<file path="config.mk">
export PLATFORM = sky130hd
export DESIGN_NAME = motor_encoder_unwrap_tracker
export DESIGN_NICKNAME = d
export VERILOG_FILES = /design/src/rtl/core/emt_pkg.sv /design/src/rtl/core/motor_encoder_unwrap_tracker.sv /design/src/rtl/core/emt_front.sv /design/src/rtl/core/emt_queue.sv /design/src/rtl/core/emt_back.sv
export SDC_FILE = /design/constraint.sdc
export NUM_CORES = 1
export LEC_CHECK = 0
export BUFFER_PORTS_ARGS = -buffer_cell sky130_fd_sc_hd__buf_2
export CAP_MARGIN = 10
export CORE_UTILIZATION = 50
export DETAILED_ROUTE_END_ITERATION = 6
export PLACE_DENSITY = 0.68
export REMOVE_ABC_BUFFERS = 1
export SKIP_CTS_REPAIR_TIMING = 1
export SLEW_MARGIN = 20
export SYNTH_ARGS = -nofsm -noshare
export SYNTH_HDL_FRONTEND = slang
export SYNTH_SLANG_ARGS = --single-unit
</file>
<file path="constraint.sdc">
create_clock -name clk -period 13.3 [get_ports clk]
set_clock_uncertainty 0.15 [all_clocks]
set_input_delay 3.99 -clock clk [delete_from_list [all_inputs] [get_ports clk]]
set_output_delay 3.99 -clock clk [all_outputs]
set_load 0.05 [all_outputs]
</file>
<file path="src/rtl/core/emt_pkg.sv">
// ----------------------------------------------------------------------------
// Encoder tracker package
// Types and constants shared by the front end, the queue and the back end.
// ----------------------------------------------------------------------------
package emt_pkg;

    localparam int CountW   = 13;
    localparam int SpeedW   = 16;
    localparam int CurrentW = 16;
    localparam int TempW    = 8;
    localparam int TotalW   = 32;
    localparam int ErrorW   = 15;
    localparam int DirW     = 2;

    localparam int InDataW  = 72;
    localparam int OutDataW = 104;

    localparam logic [CountW:0] EncSpan = 14'd8192;

    typedef enum logic
    {
        REQ_FEEDBACK = 1'b0,
        REQ_QUERY    = 1'b1
    } req_kind_t;

    typedef enum logic [DirW-1:0]
    {
        DIR_SHORTEST = 2'd0,
        DIR_CW       = 2'd1,
        DIR_CCW      = 2'd2
    } turn_dir_t;

    typedef struct packed
    {
        req_kind_t             kind;
        logic [CountW-1:0]     encoder_count;
        logic [SpeedW-1:0]     speed_rpm;
        logic [CurrentW-1:0]   phase_current;
        logic [TempW-1:0]      temperature;
        logic [CountW-1:0]     target_count;
        turn_dir_t             turn_direction;
    } cmd_t;

    typedef struct packed
    {
        logic                  seeded;
        logic [ErrorW-1:0]     angle_error;
        logic [TotalW-1:0]     position_total;
        logic [TempW-1:0]      latched_temperature;
        logic [CurrentW-1:0]   latched_current;
        logic [SpeedW-1:0]     latched_speed;
        logic [CountW-1:0]     current_count;
    } result_t;

    typedef struct packed
    {
        logic                  push;
        logic                  full;
    } queue_wr_t;

    typedef struct packed
    {
        logic                  seeded;
        logic                  busy;
    } back_status_t;

endpackage

</file>
<file path="src/rtl/core/motor_encoder_unwrap_tracker.sv">
// ----------------------------------------------------------------------------
// Motor encoder multiturn tracker
// An accepted word is stored in the queue, its result in the output register.
// Throughput: one word per cycle while m_tready is high, set by the back end's
// state update and output register; the queue absorbs output stalls.
// Reset: asynchronous and active low; all tracker state and the queue clear.
// ----------------------------------------------------------------------------
module motor_encoder_unwrap_tracker
#(
    parameter int QUEUE_DEPTH = 4
)
(
    input  logic                          clk,
    input  logic                          rst_n,
    input  logic                          s_tvalid,
    output logic                          s_tready,
    // encoder_count, speed_rpm, phase_current, temperature, target_count,
    // turn_direction, then zero fill.
    input  logic [emt_pkg::InDataW-1:0]   s_tdata,
    // req_type.
    input  logic                          s_tuser,
    output logic                          m_tvalid,
    input  logic                          m_tready,
    // current_count, latched_speed, latched_current, latched_temperature,
    // position_total, angle_error, seeded, then zero fill.
    output logic [emt_pkg::OutDataW-1:0]  m_tdata
);
    import emt_pkg::*;

    queue_wr_t    q_wr;
    cmd_t         wr_cmd;
    cmd_t         rd_cmd;
    logic         q_full;
    logic         q_valid;
    logic         q_pop;
    result_t      result;
    back_status_t status;

    emt_front u_front
    (
        .s_tvalid (s_tvalid),
        .s_tready (s_tready),
        .s_tdata  (s_tdata),
        .s_tuser  (s_tuser),
        .q_full   (q_full),
        .q_wr     (q_wr),
        .q_cmd    (wr_cmd)
    );

    emt_queue
    #(
        .Depth (QUEUE_DEPTH)
    )
    u_queue
    (
        .clk      (clk),
        .rst_n    (rst_n),
        .wr       (q_wr),
        .wr_cmd   (wr_cmd),
        .full     (q_full),
        .pop      (q_pop),
        .rd_valid (q_valid),
        .rd_cmd   (rd_cmd)
    );

    emt_back u_back
    (
        .clk      (clk),
        .rst_n    (rst_n),
        .q_valid  (q_valid),
        .q_cmd    (rd_cmd),
        .q_pop    (q_pop),
        .m_tvalid (m_tvalid),
        .m_tready (m_tready),
        .m_result (result),
        .status   (status)
    );

    assign m_tdata = {(OutDataW - $bits(result_t))'(0), result};

`ifndef SYNTHESIS
    a_seeded_sticky : assert property (@(posedge clk) disable iff (!rst_n)
        status.seeded |=> status.seeded)
        else $error("Seeded flag cleared without a reset.");

    a_error_range : assert property (@(posedge clk) disable iff (!rst_n)
        m_tvalid |-> ($signed(result.angle_error) >= -15'sd8192)
                  && ($signed(result.angle_error) <= 15'sd8192))
        else $error("Angle error outside one revolution.");

    a_unseeded_zero : assert property (@(posedge clk) disable iff (!rst_n)
        (m_tvalid && !result.seeded) |-> (m_tdata[84:0] == 85'd0))
        else $error("Latched values changed before the first feedback word.");

    a_pop_has_data : assert property (@(posedge clk) disable iff (!rst_n)
        (q_pop && !status.busy) |=> m_tvalid)
        else $error("Queue was read without a result appearing.");
`endif

endmodule

</file>
<file path="src/rtl/core/emt_front.sv">
// ----------------------------------------------------------------------------
// Encoder tracker front end
// Unpacks an incoming word, sorts it into a feedback update or an error
// query and hands it to the queue.
// ----------------------------------------------------------------------------
module emt_front
(
    input  logic                         s_tvalid,
    output logic                         s_tready,
    input  logic [emt_pkg::InDataW-1:0]  s_tdata,
    input  logic                         s_tuser,
    input  logic                         q_full,
    output emt_pkg::queue_wr_t           q_wr,
    output emt_pkg::cmd_t                q_cmd
);
    import emt_pkg::*;

    req_kind_t kind;

    assign kind     = req_kind_t'(s_tuser);
    assign s_tready = !q_full;

    assign q_wr.push = s_tvalid && !q_full;
    assign q_wr.full = q_full;

    always_comb
    begin
        q_cmd = '0;
        q_cmd.kind = kind;
        case (kind)
            REQ_FEEDBACK:
            begin
                q_cmd.encoder_count = s_tdata[12:0];
                q_cmd.speed_rpm     = s_tdata[28:13];
                q_cmd.phase_current = s_tdata[44:29];
                q_cmd.temperature   = s_tdata[52:45];
            end
            REQ_QUERY:
            begin
                q_cmd.target_count   = s_tdata[65:53];
                q_cmd.turn_direction = turn_dir_t'(s_tdata[67:66]);
            end
            default:
            begin
                q_cmd.kind = REQ_FEEDBACK;
            end
        endcase
    end

endmodule

</file>
<file path="src/rtl/core/emt_queue.sv">
// ----------------------------------------------------------------------------
// Encoder tracker queue
// A short first-in first-out store between the front and the back end.
// ----------------------------------------------------------------------------
module emt_queue
#(
    parameter int Depth = 4
)
(
    input  logic                clk,
    input  logic                rst_n,
    input  emt_pkg::queue_wr_t  wr,
    input  emt_pkg::cmd_t       wr_cmd,
    output logic                full,
    input  logic                pop,
    output logic                rd_valid,
    output emt_pkg::cmd_t       rd_cmd
);
    import emt_pkg::*;

    localparam int PtrW = (Depth > 1) ? $clog2(Depth) : 1;
    localparam int CntW = $clog2(Depth + 1);
    localparam logic [PtrW-1:0] LastPtr = PtrW'(Depth - 1);
    localparam logic [CntW-1:0] FullCnt = CntW'(Depth);

    cmd_t            store [Depth];
    logic [PtrW-1:0] wr_ptr_reg;
    logic [PtrW-1:0] wr_ptr_next;
    logic [PtrW-1:0] rd_ptr_reg;
    logic [PtrW-1:0] rd_ptr_next;
    logic [CntW-1:0] count_reg;
    logic [CntW-1:0] count_next;
    logic            do_pop;

    assign full     = (count_reg == FullCnt);
    assign rd_valid = (count_reg != '0);
    assign rd_cmd   = store[rd_ptr_reg];
    assign do_pop   = pop && rd_valid;

    always_comb
    begin
        wr_ptr_next = wr_ptr_reg;
        rd_ptr_next = rd_ptr_reg;
        count_next  = count_reg;
        if (wr.push)
        begin
            wr_ptr_next = (wr_ptr_reg == LastPtr) ? '0 : wr_ptr_reg + 1'b1;
        end
        if (do_pop)
        begin
            rd_ptr_next = (rd_ptr_reg == LastPtr) ? '0 : rd_ptr_reg + 1'b1;
        end
        if (wr.push && !do_pop)
        begin
            count_next = count_reg + 1'b1;
        end
        else if (do_pop && !wr.push)
        begin
            count_next = count_reg - 1'b1;
        end
    end

    always_ff @(posedge clk)
    begin
        if (wr.push)
        begin
            store[wr_ptr_reg] <= wr_cmd;
        end
    end

    always_ff @(posedge clk or negedge rst_n)
    begin
        if (!rst_n)
        begin
            wr_ptr_reg <= '0;
            rd_ptr_reg <= '0;
            count_reg  <= '0;
        end
        else
        begin
            wr_ptr_reg <= wr_ptr_next;
            rd_ptr_reg <= rd_ptr_next;
            count_reg  <= count_next;
        end
    end

endmodule

</file>
<file path="src/rtl/core/emt_back.sv">
// ----------------------------------------------------------------------------
// Encoder tracker back end
// Applies feedback updates to the multiturn state, answers error queries and
// holds each result in an output register until it is taken.
// ----------------------------------------------------------------------------
module emt_back
(
    input  logic                    clk,
    input  logic                    rst_n,
    input  logic                    q_valid,
    input  emt_pkg::cmd_t           q_cmd,
    output logic                    q_pop,
    output logic                    m_tvalid,
    input  logic                    m_tready,
    output emt_pkg::result_t        m_result,
    output emt_pkg::back_status_t   status
);
    import emt_pkg::*;

    logic [CountW-1:0]   last_count_reg;
    logic [CountW-1:0]   last_count_next;
    logic [CountW-1:0]   prior_count_reg;
    logic [CountW-1:0]   prior_count_next;
    logic                seeded_reg;
    logic                seeded_next;
    logic [TotalW-1:0]   total_reg;
    logic [TotalW-1:0]   total_next;
    logic [SpeedW-1:0]   speed_reg;
    logic [SpeedW-1:0]   speed_next;
    logic [CurrentW-1:0] current_reg;
    logic [CurrentW-1:0] current_next;
    logic [TempW-1:0]    temp_reg;
    logic [TempW-1:0]    temp_next;
    logic                out_valid_reg;
    logic                out_valid_next;
    result_t             out_data_reg;
    result_t             out_data_next;

    logic [CountW:0]     delta;
    logic [CountW:0]     step;
    logic                below;
    logic [CountW-1:0]   diff;
    logic [CountW:0]     rest;
    logic [ErrorW-1:0]   err_diff;
    logic [ErrorW-1:0]   err_rest;
    logic [ErrorW-1:0]   err;

    assign q_pop    = q_valid && (!out_valid_reg || m_tready);
    assign m_tvalid = out_valid_reg;
    assign m_result = out_data_reg;

    assign status.seeded = seeded_reg;
    assign status.busy   = out_valid_reg;

    // The wrapped candidate differs from the raw delta by the span, which in
    // fourteen bits is the same correction in either direction.
    assign delta = {1'b0, q_cmd.encoder_count} - {1'b0, prior_count_reg};
    always_comb
    begin
        if (($signed(delta) > 14'sd4096) || ($signed(delta) < -14'sd4096))
        begin
            step = delta + EncSpan;
        end
        else
        begin
            step = delta;
        end
    end

    assign below    = (q_cmd.target_count < last_count_reg);
    assign diff     = below ? (last_count_reg - q_cmd.target_count)
                            : (q_cmd.target_count - last_count_reg);
    assign rest     = EncSpan - {1'b0, diff};
    assign err_diff = {2'b00, diff};
    assign err_rest = {1'b0, rest};

    always_comb
    begin
        case (q_cmd.turn_direction)
            DIR_SHORTEST:
            begin
                if (!diff[CountW-1])
                begin
                    err = below ? (-err_diff) : err_diff;
                end
                else
                begin
                    err = below ? err_rest : (-err_rest);
                end
            end
            DIR_CW:
            begin
                err = below ? err_rest : err_diff;
            end
            DIR_CCW:
            begin
                err = below ? (-err_diff) : (-err_rest);
            end
            default:
            begin
                err = '0;
            end
        endcase
    end

    always_comb
    begin
        last_count_next  = last_count_reg;
        prior_count_next = prior_count_reg;
        seeded_next      = seeded_reg;
        total_next       = total_reg;
        speed_next       = speed_reg;
        current_next     = current_reg;
        temp_next        = temp_reg;
        out_valid_next   = out_valid_reg;
        out_data_next    = out_data_reg;

        if (q_pop)
        begin
            out_valid_next = 1'b1;
            out_data_next.angle_error = '0;
            case (q_cmd.kind)
                REQ_FEEDBACK:
                begin
                    last_count_next  = q_cmd.encoder_count;
                    prior_count_next = q_cmd.encoder_count;
                    speed_next       = q_cmd.speed_rpm;
                    current_next     = q_cmd.phase_current;
                    temp_next        = q_cmd.temperature;
                    seeded_next      = 1'b1;
                    if (seeded_reg)
                    begin
                        total_next = total_reg + {{(TotalW-CountW-1){step[CountW]}}, step};
                    end
                end
                REQ_QUERY:
                begin
                    out_data_next.angle_error = err;
                end
                default:
                begin
                    out_data_next.angle_error = '0;
                end
            endcase
            out_data_next.current_count       = last_count_next;
            out_data_next.latched_speed       = speed_next;
            out_data_next.latched_current     = current_next;
            out_data_next.latched_temperature = temp_next;
            out_data_next.position_total      = total_next;
            out_data_next.seeded              = seeded_next;
        end
        else if (m_tready)
        begin
            out_valid_next = 1'b0;
        end
    end

    always_ff @(posedge clk)
    begin
        out_data_reg <= out_data_next;
    end

    always_ff @(posedge clk or negedge rst_n)
    begin
        if (!rst_n)
        begin
            last_count_reg  <= '0;
            prior_count_reg <= '0;
            seeded_reg      <= 1'b0;
            total_reg       <= '0;
            speed_reg       <= '0;
            current_reg     <= '0;
            temp_reg        <= '0;
            out_valid_reg   <= 1'b0;
        end
        else
        begin
            last_count_reg  <= last_count_next;
            prior_count_reg <= prior_count_next;
            seeded_reg      <= seeded_next;
            total_reg       <= total_next;
            speed_reg       <= speed_next;
            current_reg     <= current_next;
            temp_reg        <= temp_next;
            out_valid_reg   <= out_valid_next;
        end
    end

endmodule

</file>
==> results of run 1 <==
==> layout make-up <==
type,instances,area (um2),share of cell area
diodes,1,2.50,0.0000950
clock inverters,20,181,0.00689
repair buffers,192,1010,0.0383
flip-flops and latches,484,14000,0.532
well taps,600,751,0.0285
inverters,57,219,0.00831
multi-input cells,1096,8790,0.334
clock buffers,74,1380,0.0524
==> kinds of logic (layout without fill, tap and decap cells) <==
| family | Yosys count | in the layout |
|---|---|---|
| buf+inv | 131 | 343 |
| simple gates | 501 | 501 |
| other cells | 1 | 4 |
| compound gates | 277 | 277 |
| flops | 484 | 484 |
| mux | 167 | 167 |
| xor+xnor | 65 | 65 |
| fa+ha+maj | 83 | 83 |
==> critical path, stage by stage (launching register included) <==
cell,delay [ps]
dfrtp_4,740
buf_4,600
mux4_2,650
ha_1,370
xor2_1,180
or4_1,470
or3_1,360
or4_1,520
or3_1,320
o31a_1,570
ha_1,560
a21o_1,150
a21o_1,100
a21o_1,120
a2111oi_0,50
or2_2,360
o21a_1,200
o211ai_1,270
nand2_1,160
o31ai_1,330
xor2_1,230
nand3_1,120
xnor2_1,130
==> per-layer routing <==
| layer | GRT usage | vias up | share of wire | wire, um |
|---|---|---|---|---|
| met1 | 0.275 | 7016 | 0.43 | 21100 |
| met4 | 0.0655 | 16 | 0.022 | 1080 |
| met5 | 0 | - | 0.0022 | 109 |
| li1 | - | 6711 | - | - |
| met3 | 0.0467 | 86 | 0.058 | 2850 |
| met2 | 0.353 | 337 | 0.49 | 24100 |
==> worst min-delay path by stage <==
stage,to,depth (start not counted),startpoint,slack (ps)
final,u_back.current_reg[10],2,u_back.current_reg[10],320
after global routing,u_back.prior_count_reg[5],1,u_back.prior_count_reg[5],330
after CTS,u_back.current_reg[9],2,u_back.current_reg[9],330
after detailed placement,u_back.speed_reg[5],2,u_back.speed_reg[5],310
after global placement,u_back.current_reg[5],2,u_back.current_reg[5],300
after floorplan,u_back.current_reg[0],2,u_back.current_reg[0],290
==> per-stage QoR <==
| step | setup slack, ps | utilization |
|---|---|---|
| 2_1_floorplan | 3860 | - |
| 3_3_place_gp | 5240 | 0.542 |
| 3_5_place_dp | 5290 | 0.542 |
| 4_1_cts | 5210 | 0.577 |
| 5_1_grt | 4800 | 0.577 |
| 6_report | 5310 | 0.577 |
==> cell usage in the layout (no fill, tap or decap), types with 64 or more instances in the layout <==
master    netlist  final
nor2b_1        64     64
buf_2           7    174
edfxtp_1      377    377
dfrtp_1       107    105
nand2_1       231    230
mux2_2         91     91
mux4_2         69     68
a21o_1         65     65
ha_1           78     78
==> impl_metrics.py, run 1 <==
metrics = {
    "run": {
        "max-cap-violations": 0,
    },
    "clock_tree": {
        "cts_made_buffers": 50,
        "cts_sinks": 484,
        "cts_tree": "built",
        "clk-insertion-delay-late_ps": 610,
        "cts-root-buf": "clkbuf_16",
        "max-clock-path-buffers": 3,
        "clkTransAtPathRegs_ps": 60,
        "ctsHtreeMaxLevel": 2,
    },
    "yosys": {
        "async_reset_ff_frac": 0.221,
        "netlist_area_mm2": 0.0233,
        "synth_top_flop_cell": "edfxtp_1",
        "ys_seq_elements": 484,
        "synthTopCellsByArea": "edfxtp_1 49%, dfrtp_1 12%, mux4_2 6.7%",
        "synth_top_family_by_area": "multiplexers",
        "yosys.area_share.simple": 0.107,
        "synth_top_area_cell": "edfxtp_1",
        "synth_xor_area_frac": 0.0248,
        "synth-warning-count": 0,
        "synth.most_common_cell": "edfxtp_1",
        "syn_inst": 1709,
        "synthMuxAreaShare": 0.115,
        "synth_top_area_frac": 0.486,
        "synth-edff-count": 377,
        "synthAdderAreaFrac": 0.0462,
        "seq_area_frac_synth": 0.601,
        "synth-compound-area-share": 0.0829,
        "syn_area_per_cell_um2": 13.6,
        "netlist-cell-type-count": 86,
        "yosys-top-cells-count": "377 x edfxtp_1, 231 x nand2_1, 107 x dfrtp_1",
    },
    "critical_path": {
        "worstSetupEndpoint": "u_back.m_result[84]",
        "endpoint_kind": "flip-flop",
        "r2r_slack_ps": 5310,
        "critPathLaunchType": "flip-flop",
        "rr_endpoint": "u_back.m_result[84]",
        "cp-startpoint": "u_queue.rd_ptr_reg[0]",
        "criticalPathCategory": "flip-flop to flip-flop",
        "cp_max_fo": 29,
        "ff2ff_path_depth": 22,
        "cp.arrival_ps": 8190,
        "r2r-start": "u_queue.rd_ptr_reg[0]",
        "required_ps": 13500,
    },
    "hold_path": {
        "hold_path_class": "flip-flop to flip-flop",
    },
    "routing": {
        "avgRoutedWirePerCell_um": 19.5,
        "drc": 0,
        "routed-via-count": 14200,
        "wl_um": 49200,
        "first_iter_violations": 1023,
        "viasPerCell": 5.61,
        "first_pass_iters": 5,
        "ant_nets": 0,
    },
    "place": {
        "placed_cell_area_mm2": 0.0248,
        "place_inst": 2429,
        "io_buffers": 175,
        "place_congestion": 0.851,
        "dp_hpwl_um": 31000,
    },
    "floorplanning": {
        "die_x_um": 218,
        "initial_utilization": 0.510,
        "core_mm2": 0.0457,
        "die_area_mm2": 0.0474,
        "pin_count": 183,
        "rows": 78,
        "die_h_um": 218,
    },
    "final_layout": {
        "n_fill_cell": 3694,
        "layout-drive-gt1-share": 0.243,
        "syn2layout_area_growth_pct": 13.2,
        "final_cells": 2524,
        "largest_reg_flops": 276,
        "design_area_mm2": 0.0263,
        "nets": 2041,
    },
    "global_routing": {
        "grt_pass1_vias": 14100,
        "grt_max_degree": 76,
        "grt_pass1_wl_um": 77300,
        "track_usage": 0.211,
        "overflow": 0,
        "antenna_found_initial": 9,
    },
    "outcome": {
        "status": "finished clean",
    },
    "sta": {
        "finalSetupTns_ps": 0,
        "holdWs_ps": 320,
        "worst_pin_slew_ps": 984,
        "fin_crit_sh": 0.601,
        "hold_violations": 0,
        "fin_crit_ps": 7990,
        "rsz0062_at_grt": "no",
        "relSlewSlack": 0.344,
        "drv_slew": 0,
        "setup_viol": 0,
        "max_freq_mhz": 125,
    },
}
Power of run 1 is left out: the tool's default activity adds up to more than one toggle a clock period on the data nets, which glitch-free logic cannot reach.
==> run 2: changes to the inputs <==
--- a/config.mk
+++ b/config.mk
@@ -9,7 +9,7 @@
 export CAP_MARGIN = 10
 export CORE_UTILIZATION = 50
 export DETAILED_ROUTE_END_ITERATION = 6
-export PLACE_DENSITY = 0.68
+export PLACE_DENSITY = 0.71
 export REMOVE_ABC_BUFFERS = 1
 export SKIP_CTS_REPAIR_TIMING = 1
 export SLEW_MARGIN = 20
==> constraint.sdc (replaced) <==
create_clock -name clk -period 6.87 [get_ports clk]
set_clock_uncertainty 0.15 [all_clocks]
set_input_delay 2.061 -clock clk [delete_from_list [all_inputs] [get_ports clk]]
set_output_delay 2.061 -clock clk [all_outputs]
set_load 0.05 [all_outputs]
==> impl_metrics.py, run 2 (synthesis results as in run 1) <==
metrics = {
    "outcome": {
        "status": "finished clean",
    },
    "sta": {
        "holdWs_ps": 320,
        "worst_pin_slew_ps": 1010,
        "relSlewSlack": 0.329,
        "fin_crit_ps": 6610,
        "layout_setup_ws_ps": 256,
        "max_freq_mhz": 151,
        "drv_slew": 0,
        "hold_violations": 0,
        "setup_viol": 0,
        "fin_crit_sh": 0.963,
    },
    "critical_path": {
        "cp_max_fo": 12,
        "criticalPathCategory": "flip-flop to flip-flop",
        "endpoint_kind": "flip-flop",
        "critPathLaunchType": "flip-flop",
        "cp.arrival_ps": 6810,
        "required_ps": 7060,
    },
    "final_layout": {
        "final_common_cell": "edfxtp_1",
        "regArea_mm2": 0.0140,
        "multi_input_area_mm2": 0.00885,
        "final_cells": 2544,
        "layout-drive-gt1-share": 0.260,
        "final_cell_mix": "377 x edfxtp_1, 229 x nand2_1, 174 x buf_2",
        "syn2layout_area_growth_pct": 14.7,
        "n_fill_cell": 3654,
        "nets": 2060,
        "largest_reg_flops": 276,
    },
    "clock_tree": {
        "clk-insertion-delay-late_ps": 600,
        "ctsHtreeMaxLevel": 2,
        "cts-root-buf": "clkbuf_16",
        "cts_tree": "built",
        "cts_made_buffers": 50,
        "cts_sinks": 484,
        "max-clock-path-buffers": 3,
        "clkTransAtPathRegs_ps": 60,
    },
    "floorplanning": {
        "core_mm2": 0.0457,
        "initial_utilization": 0.510,
        "rows": 78,
        "pin_count": 183,
        "die_h_um": 218,
        "die_area_mm2": 0.0474,
        "die_x_um": 218,
    },
    "routing": {
        "wl_um": 50700,
        "first_iter_violations": 859,
        "drc": 0,
        "avgRoutedWirePerCell_um": 19.9,
        "ant_nets": 0,
        "routed-via-count": 14300,
        "first_pass_iters": 5,
        "viasPerCell": 5.63,
    },
    "place": {
        "dp_slack_ps": 74.3,
        "place_inst": 2441,
        "dp_hpwl_um": 32100,
        "io_buffers": 175,
        "place_congestion": 0.876,
    },
    "hold_path": {
        "hold_path_class": "flip-flop to flip-flop",
    },
    "run": {
        "max-cap-violations": 0,
    },
    "global_routing": {
        "antenna_found_initial": 9,
        "grt_pass1_wl_um": 79000,
        "overflow": 0,
        "grt_pass1_vias": 14500,
        "track_usage": 0.216,
        "grt_max_degree": 77,
    },
}
==> run 2: cell types whose count changed in the layout (fill, tap and decap cells not counted), sizes merged <==
| cell | change |
|---|---|
| buf | +18 |
| clkinv | -1 |
| clkbuf | -11 |
| bufinv | +6 |
| clkinvlp | +4 |
| inv | +3 |
| diode | +1 |
==> run 2: final cells by class <==
cell class,count,share of cell area
antenna,2,0.000187
sequential,484,0.524
tap,600,0.0281
multi-input combinational,1096,0.331
clock inverter,32,0.0149
inverter,57,0.00820
clock buffer,62,0.0485
timing repair buffer,211,0.0441
==> run 2: metal layers <==
layer	part of all wire	vias to the layer above	track usage
li1	-	6736	-
met1	0.43	7150	0.284
met2	0.48	343	0.363
met3	0.058	82	0.0481
met4	0.021	16	0.0550
met5	0.0022	-	0
==> run 2: worst paths after layout <==
kind	startpoint	endpoint	slack, ps	depth (start not counted)
worst max register to register	u_queue.rd_ptr_reg[0]	u_back.m_result[83]	260	24
worst min-delay path	u_back.speed_reg[4]	u_back.speed_reg[4]	320	2
max in group asynchronous	rst_n	u_back.total_reg[4]	3850	2
min in group asynchronous	rst_n	u_queue.rd_ptr_reg[0]	1360	1
worst min register to register	u_back.speed_reg[4]	u_back.speed_reg[4]	320	2
worst max-delay path	u_queue.rd_ptr_reg[0]	u_back.m_result[83]	260	24
==> run 2: through the flow <==
| step | util | cell area, um2 | setup TNS (ps) |
|---|---|---|---|
| finish | 0.585 | 26700 | 0 |
| global route | 0.585 | 26700 | -64.4 |
| CTS | 0.581 | 26600 | 0 |
| detailed placement | 0.544 | 24900 | 0 |
| global placement | 0.544 | 24900 | 0 |
| floorplan | - | 23000 | -102140 |
==> run 2: critical path: stages, from the launching register on <==
cell       delay (ps)
dfrtp_4           430
mux4_2            560
inv_2              90
ha_1              170
inv_1              60
fa_2              350
xor2_1            190
or4_1             470
or3_1             320
or4_4             520
or3_1             330
o31a_1            420
buf_4             240
ha_1              340
a21o_1            210
a21oi_1           170
o21ai_0           100
a31oi_1           160
or3_1             160
nand3_1           100
o2111ai_1         170
o21ai_2           110
a31oi_1           190
xnor2_1           110
mux2_2            260
Power of run 2 is left out for the same reason.
